File: config.mk
export PLATFORM = sky130hd
export DESIGN_NAME = fade_envelope_sequencer_unit
export DESIGN_NICKNAME = d
export VERILOG_FILES = /design/src/hdl/fes_pkg.sv /design/src/hdl/fade_envelope_sequencer_unit.sv
export SDC_FILE = /design/constraint.sdc
export NUM_CORES = 1
export LEC_CHECK = 0
export ABC_CLOCK_PERIOD_IN_PS = 22400
export BUFFER_PORTS_ARGS = -buffer_cell sky130_fd_sc_hd__buf_2
export CORE_MARGIN = 3
export CORE_UTILIZATION = 40
export CTS_BUF_LIST = sky130_fd_sc_hd__clkbuf_4 sky130_fd_sc_hd__clkbuf_8
export DETAILED_ROUTE_END_ITERATION = 7
export PLACE_DENSITY = 0.64
export SLEW_MARGIN = 10
export SYNTH_ARGS = -nofsm -noshare
export SYNTH_HDL_FRONTEND = slang
export SYNTH_SLANG_ARGS = --single-unit
export TNS_END_PERCENT = 5
File: constraint.sdc
create_clock -name clk -period 22.4 [get_ports clk]
set_clock_uncertainty 0.15 [all_clocks]
set_input_delay 2.24 -clock clk [delete_from_list [all_inputs] [get_ports clk]]
set_output_delay 2.24 -clock clk [all_outputs]
set_load 0.01 [all_outputs]
File: src/hdl/fes_pkg.sv
// Types and constants shared by the fade envelope sequencer.
`timescale 1ns / 1ps

package fes_pkg;

    // Envelope phase as reported on the result word.
    typedef enum logic [1:0] {
        PH_IDLE     = 2'd0,
        PH_FADE_IN  = 2'd1,
        PH_HOLD     = 2'd2,
        PH_FADE_OUT = 2'd3
    } phase_t;

    // Sequencer steps of the shared multiply and divide datapath.
    typedef enum logic [3:0] {
        SQ_IDLE,
        SQ_EVAL,
        SQ_SQR,
        SQ_SQD,
        SQ_DEN,
        SQ_DIV,
        SQ_SCALE,
        SQ_MULP,
        SQ_ALPHA,
        SQ_FIN
    } seq_t;

    // Command codes carried in the input word.
    localparam logic [1:0] FUNC_SHOW = 2'd0;
    localparam logic [1:0] FUNC_TICK = 2'd1;
    localparam logic [1:0] FUNC_HIDE = 2'd2;

    // Register indexes on the configuration port.
    localparam logic [1:0] CFG_PEAK     = 2'd0;
    localparam logic [1:0] CFG_FADE_IN  = 2'd1;
    localparam logic [1:0] CFG_HOLD     = 2'd2;
    localparam logic [1:0] CFG_FADE_OUT = 2'd3;

    // Register reset values.
    localparam logic [7:0]  PEAK_RESET     = 8'd255;
    localparam logic [15:0] FADE_IN_RESET  = 16'd150;
    localparam logic [15:0] HOLD_RESET     = 16'd1000;
    localparam logic [15:0] FADE_OUT_RESET = 16'd300;

    // Pop scale in unsigned Q1.15: 1.0 and floor(0.8 * 32768).
    localparam logic [15:0] SCALE_ONE   = 16'd32768;
    localparam logic [15:0] SCALE_START = 16'd26214;

    // Number of quotient bits the divider produces.
    localparam int DIV_STEPS = 16;

endpackage

File: src/hdl/fade_envelope_sequencer_unit.sv
// Opacity envelope sequencer with a shared multiplier and bit-serial divider.
`timescale 1ns / 1ps

// Show, hide, hold and ignored words pass from the evaluate step to the result step,
// a running fade-out tick adds one 16-step division, a running fade-in tick two.
// A new input word is taken only from the idle step, after the previous result has
// been loaded into the result register; the 16-step restoring divider sets the pace.
// Reset: rst_n clears the control and envelope state at once; registers return to their
// reset values.
module fade_envelope_sequencer_unit
    import fes_pkg::*;
#(
    parameter int TIME_WIDTH = 32
) (
    input  logic        clk,
    input  logic        rst_n,
    // Input stream.
    input  logic        s_tvalid,
    output logic        s_tready,
    input  logic [39:0] s_tdata,   // [31:0] now_ms, [32] sticky, [39:33] zero
    input  logic [1:0]  s_tuser,   // [1:0] func
    // Result stream.
    output logic        m_tvalid,
    input  logic        m_tready,
    output logic [31:0] m_tdata,   // [0] present, [8:1] alpha, [24:9] scale_q15,
                                   // [25] shown, [27:26] phase_out, [28] ticking,
                                   // [31:29] zero
    // Configuration port.
    input  logic        psel,
    input  logic        penable,
    input  logic        pwrite,
    input  logic [3:0]  paddr,
    input  logic [31:0] pwdata,
    output logic [31:0] prdata,
    output logic        pready
);

    // Configuration registers.
    logic [7:0]  peak_reg;
    logic [15:0] fin_reg;
    logic [15:0] hold_reg;
    logic [15:0] fout_reg;

    // Sequencer.
    seq_t state_reg, state_next;

    // Captured input word.
    logic [1:0]            func_reg;
    logic [TIME_WIDTH-1:0] now_reg;
    logic                  sticky_in_reg;

    // Envelope state.
    phase_t                phase_reg;
    logic [TIME_WIDTH-1:0] start_reg;
    logic                  visible_reg;
    logic                  sticky_reg;
    logic                  timer_reg;
    logic [15:0]           scale_reg;

    // Working registers of the shared datapath.
    logic [15:0] dur_reg;
    logic [15:0] r_reg;
    logic [15:0] mop_reg;
    logic [31:0] prod_reg;
    logic [34:0] rem_reg;
    logic [15:0] lo_reg;
    logic [34:0] divisor_reg;
    logic [3:0]  cnt_reg;
    logic        div_scale_reg;
    logic        res_present_reg;
    logic [7:0]  res_alpha_reg;

    // Result register.
    logic        m_valid_reg;
    logic [31:0] m_data_reg;

    logic                  in_accept;
    logic                  cfg_write;
    logic                  out_load;
    logic [TIME_WIDTH-1:0] elapsed;
    logic [15:0]           e16;
    logic                  ge_in;
    logic                  ge_out;
    logic                  ge_hold;
    logic                  tick_live;
    logic                  in_run;
    logic                  out_run;
    logic [15:0]           mul_a;
    logic [15:0]           mul_b;
    logic [31:0]           mul_p;
    logic [36:0]           div_diff;
    logic                  div_borrow;

    assign in_accept = s_tvalid && s_tready;
    assign cfg_write = psel && penable && pwrite && pready;
    assign pready    = 1'b1;
    assign m_tvalid  = m_valid_reg;
    assign m_tdata   = m_data_reg;

    // The result register frees as soon as the previous word is taken.
    assign out_load = (state_reg == SQ_FIN) && (!m_valid_reg || m_tready);

    // Elapsed time wraps with the time counter; a backwards step ends the phase.
    assign elapsed = now_reg - start_reg;
    assign e16     = elapsed[15:0];
    assign ge_in   = elapsed >= TIME_WIDTH'(fin_reg);
    assign ge_out  = elapsed >= TIME_WIDTH'(fout_reg);
    assign ge_hold = elapsed >= TIME_WIDTH'(hold_reg);

    assign tick_live = (func_reg == FUNC_TICK) && timer_reg && visible_reg;
    assign in_run    = tick_live && (phase_reg == PH_FADE_IN) && !ge_in;
    assign out_run   = tick_live && (phase_reg == PH_FADE_OUT) && !ge_out;

    // Shared 16 by 16 multiplier, operands chosen by the sequencer step.
    always_comb
    begin
        unique case (state_reg)
            SQ_SQR:
            begin
                mul_a = r_reg;
                mul_b = r_reg;
            end
            SQ_SQD:
            begin
                mul_a = dur_reg;
                mul_b = dur_reg;
            end
            default:
            begin
                mul_a = {8'd0, peak_reg};
                mul_b = mop_reg;
            end
        endcase
    end

    assign mul_p = 32'(mul_a) * 32'(mul_b);

    // One restoring division step: shift in the next dividend bit and try to subtract.
    assign div_diff   = {1'b0, rem_reg, lo_reg[15]} - {2'b00, divisor_reg};
    assign div_borrow = div_diff[36];

    // Sequencer.
    always_ff @(posedge clk or negedge rst_n)
    begin
        if (!rst_n)
        begin
            state_reg <= SQ_IDLE;
        end
        else
        begin
            state_reg <= state_next;
        end
    end

    always_comb
    begin
        state_next = state_reg;
        s_tready   = 1'b0;
        unique case (state_reg)
            SQ_IDLE:
            begin
                s_tready = 1'b1;
                if (s_tvalid)
                begin
                    state_next = SQ_EVAL;
                end
            end
            SQ_EVAL:
            begin
                priority if (in_run)
                begin
                    state_next = SQ_SQR;
                end
                else if (out_run)
                begin
                    state_next = SQ_MULP;
                end
                else
                begin
                    state_next = SQ_FIN;
                end
            end
            SQ_SQR:   state_next = SQ_SQD;
            SQ_SQD:   state_next = SQ_DEN;
            SQ_DEN:   state_next = SQ_DIV;
            SQ_DIV:
            begin
                if (cnt_reg == 4'(DIV_STEPS - 1))
                begin
                    state_next = div_scale_reg ? SQ_SCALE : SQ_ALPHA;
                end
            end
            SQ_SCALE: state_next = SQ_MULP;
            SQ_MULP:  state_next = SQ_DIV;
            SQ_ALPHA: state_next = SQ_FIN;
            SQ_FIN:
            begin
                if (out_load)
                begin
                    state_next = SQ_IDLE;
                end
            end
            default:  state_next = SQ_IDLE;
        endcase
    end

    // Configuration, envelope state and result handshake.
    always_ff @(posedge clk or negedge rst_n)
    begin
        if (!rst_n)
        begin
            peak_reg    <= PEAK_RESET;
            fin_reg     <= FADE_IN_RESET;
            hold_reg    <= HOLD_RESET;
            fout_reg    <= FADE_OUT_RESET;
            phase_reg   <= PH_IDLE;
            start_reg   <= '0;
            visible_reg <= 1'b0;
            sticky_reg  <= 1'b0;
            timer_reg   <= 1'b0;
            scale_reg   <= SCALE_ONE;
            m_valid_reg <= 1'b0;
        end
        else
        begin
            if (cfg_write)
            begin
                unique case (paddr[3:2])
                    CFG_PEAK:     peak_reg <= pwdata[7:0];
                    CFG_FADE_IN:  fin_reg  <= pwdata[15:0];
                    CFG_HOLD:     hold_reg <= pwdata[15:0];
                    CFG_FADE_OUT: fout_reg <= pwdata[15:0];
                endcase
            end

            if (state_reg == SQ_EVAL)
            begin
                priority case (func_reg)
                    FUNC_SHOW:
                    begin
                        sticky_reg  <= sticky_in_reg;
                        scale_reg   <= SCALE_START;
                        phase_reg   <= PH_FADE_IN;
                        start_reg   <= now_reg;
                        visible_reg <= 1'b1;
                        timer_reg   <= 1'b1;
                    end
                    FUNC_HIDE:
                    begin
                        timer_reg   <= 1'b0;
                        phase_reg   <= PH_IDLE;
                        visible_reg <= 1'b0;
                        sticky_reg  <= 1'b0;
                    end
                    FUNC_TICK:
                    begin
                        if (timer_reg && visible_reg)
                        begin
                            unique case (phase_reg)
                                PH_FADE_IN:
                                begin
                                    // Fade-in over: the new phase starts at this tick.
                                    if (ge_in)
                                    begin
                                        phase_reg <= PH_HOLD;
                                        start_reg <= now_reg;
                                        scale_reg <= SCALE_ONE;
                                    end
                                end
                                PH_HOLD:
                                begin
                                    priority if (sticky_reg)
                                    begin
                                        timer_reg <= 1'b0;
                                    end
                                    else if (ge_hold)
                                    begin
                                        phase_reg <= PH_FADE_OUT;
                                        start_reg <= now_reg;
                                    end
                                end
                                PH_FADE_OUT:
                                begin
                                    if (ge_out)
                                    begin
                                        timer_reg   <= 1'b0;
                                        phase_reg   <= PH_IDLE;
                                        visible_reg <= 1'b0;
                                        sticky_reg  <= 1'b0;
                                    end
                                end
                                PH_IDLE:
                                begin
                                    timer_reg <= 1'b0;
                                end
                            endcase
                        end
                    end
                    default:
                    begin
                        // The unused code leaves the state alone.
                    end
                endcase
            end

            // Ease-out scale: 1.0 minus the rounded-up quotient of 32768*r^2 / 5*dur^2.
            if (state_reg == SQ_SCALE)
            begin
                scale_reg <= SCALE_ONE - lo_reg - {15'd0, rem_reg != '0};
            end

            if (out_load)
            begin
                m_valid_reg <= 1'b1;
            end
            else if (m_tready)
            begin
                m_valid_reg <= 1'b0;
            end
        end
    end

    // Datapath payload registers.
    always_ff @(posedge clk)
    begin
        if (in_accept)
        begin
            func_reg      <= s_tuser;
            now_reg       <= TIME_WIDTH'(s_tdata[31:0]);
            sticky_in_reg <= s_tdata[32];
        end

        unique case (state_reg)
            SQ_EVAL:
            begin
                res_present_reg <= 1'b0;
                res_alpha_reg   <= 8'd0;
                r_reg           <= fin_reg - e16;
                if (func_reg == FUNC_SHOW)
                begin
                    res_present_reg <= 1'b1;
                end
                else if (tick_live)
                begin
                    unique case (phase_reg)
                        PH_FADE_IN:
                        begin
                            res_present_reg <= 1'b1;
                            res_alpha_reg   <= peak_reg;
                            dur_reg         <= fin_reg;
                            mop_reg         <= e16;
                        end
                        PH_HOLD:
                        begin
                            res_present_reg <= 1'b1;
                            res_alpha_reg   <= peak_reg;
                        end
                        PH_FADE_OUT:
                        begin
                            res_present_reg <= !ge_out;
                            dur_reg         <= fout_reg;
                            mop_reg         <= fout_reg - e16;
                        end
                        PH_IDLE:
                        begin
                            res_present_reg <= 1'b0;
                        end
                    endcase
                end
            end
            SQ_SQR:
            begin
                // Dividend 32768*r^2, split into the upper remainder and lower bits.
                rem_reg <= {4'd0, mul_p[31:1]};
                lo_reg  <= {mul_p[0], 15'd0};
            end
            SQ_SQD:
            begin
                prod_reg <= mul_p;
            end
            SQ_DEN:
            begin
                divisor_reg   <= {1'b0, prod_reg, 2'b00} + {3'd0, prod_reg};
                cnt_reg       <= '0;
                div_scale_reg <= 1'b1;
            end
            SQ_DIV:
            begin
                if (!div_borrow)
                begin
                    rem_reg <= div_diff[34:0];
                end
                else
                begin
                    rem_reg <= {rem_reg[33:0], lo_reg[15]};
                end
                lo_reg  <= {lo_reg[14:0], !div_borrow};
                cnt_reg <= cnt_reg + 4'd1;
            end
            SQ_MULP:
            begin
                // Dividend peak times the ramp position, divided by the duration.
                rem_reg       <= {19'd0, mul_p[31:16]};
                lo_reg        <= mul_p[15:0];
                divisor_reg   <= {19'd0, dur_reg};
                cnt_reg       <= '0;
                div_scale_reg <= 1'b0;
            end
            SQ_ALPHA:
            begin
                res_alpha_reg <= lo_reg[7:0];
            end
            default:
            begin
            end
        endcase

        if (out_load)
        begin
            m_data_reg <= {3'd0, timer_reg, phase_reg, visible_reg, scale_reg,
                           res_alpha_reg, res_present_reg};
        end
    end

    // Register read-back.
    always_comb
    begin
        unique case (paddr[3:2])
            CFG_PEAK:     prdata = {24'd0, peak_reg};
            CFG_FADE_IN:  prdata = {16'd0, fin_reg};
            CFG_HOLD:     prdata = {16'd0, hold_reg};
            CFG_FADE_OUT: prdata = {16'd0, fout_reg};
        endcase
    end

`ifndef SYNTHESIS
    // A word is taken only from the idle step, so ready drops right after.
    a_one_word: assert property (@(posedge clk) disable iff (!rst_n)
        in_accept |=> !s_tready)
        else $error("input accepted while a word is in progress");

    // The divider runs its full count without leaving the step.
    a_div_run: assert property (@(posedge clk) disable iff (!rst_n)
        (state_reg == SQ_DIV && cnt_reg != 4'(DIV_STEPS - 1)) |=> state_reg == SQ_DIV)
        else $error("division cut short");

    // The scale stays between 0.8 and 1.0.
    a_scale_range: assert property (@(posedge clk) disable iff (!rst_n)
        (scale_reg >= SCALE_START) && (scale_reg <= SCALE_ONE))
        else $error("scale out of range");

    // The indicator is visible exactly while a phase other than idle runs.
    a_visible_phase: assert property (@(posedge clk) disable iff (!rst_n)
        visible_reg == (phase_reg != PH_IDLE))
        else $error("visibility and phase disagree");

    // The timer never runs for a hidden indicator.
    a_timer_visible: assert property (@(posedge clk) disable iff (!rst_n)
        timer_reg |-> visible_reg)
        else $error("timer running while hidden");
`endif

endmodule

==> impl_metrics.toml <==
[clock_tree]
clockRootBuffer = "clkbuf_8"
cts.sinks = 358
numCtsBuffers = 59
cts_tree = "built"
cts_max_path_buffers = 3
post_cts.repair.setup_buffers = 0
htree_levels = 2
path_clk_slew_ps = 60
holdBufCountCts = 0
clkLatencyLatePin_ps = 680
cts_resized = 0

[timing]
finalSetupViolCount = 0
period_needed_ps = 9780
tns_ps = 0
fmax_mhz = 102
slew_violations = 0
tightest_slew_ps = 1100
finalCritPeriodShare = 0.436
slew_headroom = 0.260
rsz0062_at_grt = "no"
hold_violations = 0

[grt]
grt_pass1_vias = 23400
grt_util_met2 = 0.323
grt_pass1_wl_mm = 128
met3_usage = 0.0276
overflow = 0
grt-busiest-layer = "met2"
antenna_found_initial = 4
grt_max_degree = 68
met1_usage = 0.265
grt_util_all_layers = 0.196

[setup_path]
r2r_end = "rem_reg[14]"
critPathLaunch = "state_reg[3]"
slowest_stage = "a21oi_1"
cp-end-kind = "flop"
worstSetupPathType = "reg2reg"
cp_data_arrival_time_ps = 9960
r2r_cells = 26
critPathRequiredTime_ps = 22590
crit_top_cell = "fa_1"
start_kind = "flop"
crit_fanout = 47
reg2reg_from = "state_reg[3]"
reg2reg_slack_ps = 12620
cpPeakStageDelay_ps = 830

[logic_synthesis]
synth_area_leaders = "edfxtp_1 (23%), fa_1 (13%), ha_1 (12%), dfrtp_1 (7.3%), inv_1 (5.3%)"
synthArstFlopShare = 0.318
synthCells = 3282
synth.avg_cell_area_um2 = 9.53
ys.flop_type = "edfxtp_1"
syn_area_um2 = 31300
synth_edf_count = 244
synth-seq-area-share = 0.326
synth_cell_type_count = 89
yosys_warnings = 0
synth_top_area_share = 0.234
synth_common_cells = "inv_1 (444), nand2_1 (339), ha_1 (305)"
synth_most_common_cell = "inv_1"
synth.largest_area_cell = "edfxtp_1"
ys_ff_latch = 358

[finish]
layout-drive-gt1-share = 0.106
layout.cells.non_filler = 4471
area_delta_synth_final_pct = 9.31
fin_nets = 3977
utilization = 0.446
fillCellCount = 7517

[floorplan]
io_pins = 152
die_h_um = 286
dieArea_um2 = 81600
core_area_um2 = 76700
die_x_um = 286
initial_utilization = 0.408
core.rowCount = 101

[power]
power_density_nw_per_um2 = 134
ir_drop_mv = 0.116
p_leak_uw = 0.0155

[place]
portBuffers = 106
gp_congestion = 0.948
hpwl_mm = 63.2
dpl.cell_count = 4357

[route]
drtIter0Drc = 1644
dr.pass1.iters = 5
wl_per_cell_um = 18.0
drt_wl_total_mm = 80.4
avgViaCountPerCell = 5.30
ant_nets = 0
via_count = 23700
drc = 0

[flow_run]
drv_cap = 0

[worst_hold_path]
min_path_type = "reg2reg"
hp-start = "res_alpha_reg[6]"
min_to = "m_tdata[7]"
hold_depth = 0

[status]
outcome = "finished, final reports clean"
kinds of logic after synthesis:
| group | synth area share |
|---|---|
| DFF | 0.326 |
| xor gates and xnor gates | 0.0372 |
| other | 0.000240 |
| and+or+nand+nor | 0.132 |
| adders and majority gates | 0.249 |
| buffers and inverters | 0.0702 |
| muxes | 0.0408 |
| AOI/OAI and AO/OA | 0.143 |
per-layer routing:
| metal | up-vias | part of all wire |
|---|---|---|
| met2 | 687 | 0.47 |
| met1 | 11400 | 0.44 |
| met4 | 4 | 0.032 |
| li1 | 11400 | - |
| met3 | 131 | 0.055 |
| met5 | - | 0.00026 |
area by class of cell:
type	count	area, µm²	share of cell area
well taps	1030	1290	0.0377
clock inverters	41	322	0.00940
clock buffers	71	921	0.0269
flip-flops and latches	358	10200	0.299
repair buffers	138	773	0.0226
diodes	2	5.00	0.000146
inverters	447	1680	0.0491
multi-input cells	2384	19000	0.556
worst max path at each step:
stage / to / slack [ps] / cells past startpoint
6_report: rem_reg[14] / 12620 / 26
5_1_grt: rem_reg[14] / 12060 / 26
4_1_cts: rem_reg[14] / 12630 / 26
3_5_place_dp: rem_reg[14] / 12750 / 26
3_3_place_gp: rem_reg[14] / 12770 / 26
2_1_floorplan: rem_reg[14] / 14180 / 29
worst max-delay path: cells and delay by family, from the launching register on:
family	cells	cell delay (ps)
adders and majority gates	7	3620
AOI/OAI and AO/OA	6	1710
and+or+nand+nor	7	1650
buffers and inverters	5	1050
DFF	1	630
xor gates and xnor gates	1	570
power breakdown:
group	switching [µW]	internal, µW	total (µW)
logic	1810	1120	2920
clock network	276	322	599
registers	84.2	989	1070
metrics by stage:
stage / hold slack (ps) / area [µm²] / setup slack, ps / power (µW)
after global routing: 277 / 34200 / 12060 / 5020
after global placement: 262 / 32900 / 12770 / 3960
after floorplan: 250 / 31400 / 14180 / 3140
final: 274 / 34200 / 12620 / 4600
after CTS: 276 / 34200 / 12630 / 4630
after detailed placement: 261 / 32900 / 12750 / 4000
placed cells by master (no fill, tap or decap), types with 30 or more instances in the layout:
cell type,synthesis,final
nand3_1,46,46
fa_1,199,199
a21oi_1,173,171
buf_4,20,33
ha_1,305,304
xnor2_1,80,80
nand2b_1,47,47
nor3_1,43,41
mux2_2,34,34
dfrtp_1,91,91
o21a_1,43,43
edfxtp_1,244,244
mux2_4,30,30
nand2_1,339,338
xor2_1,53,53
inv_1,444,444
nor2_1,290,290
buf_2,2,105
o21ai_0,201,201
a21o_1,62,62
clkbuf_8,0,62
Note: power is estimated with default switching activity, not from simulation.
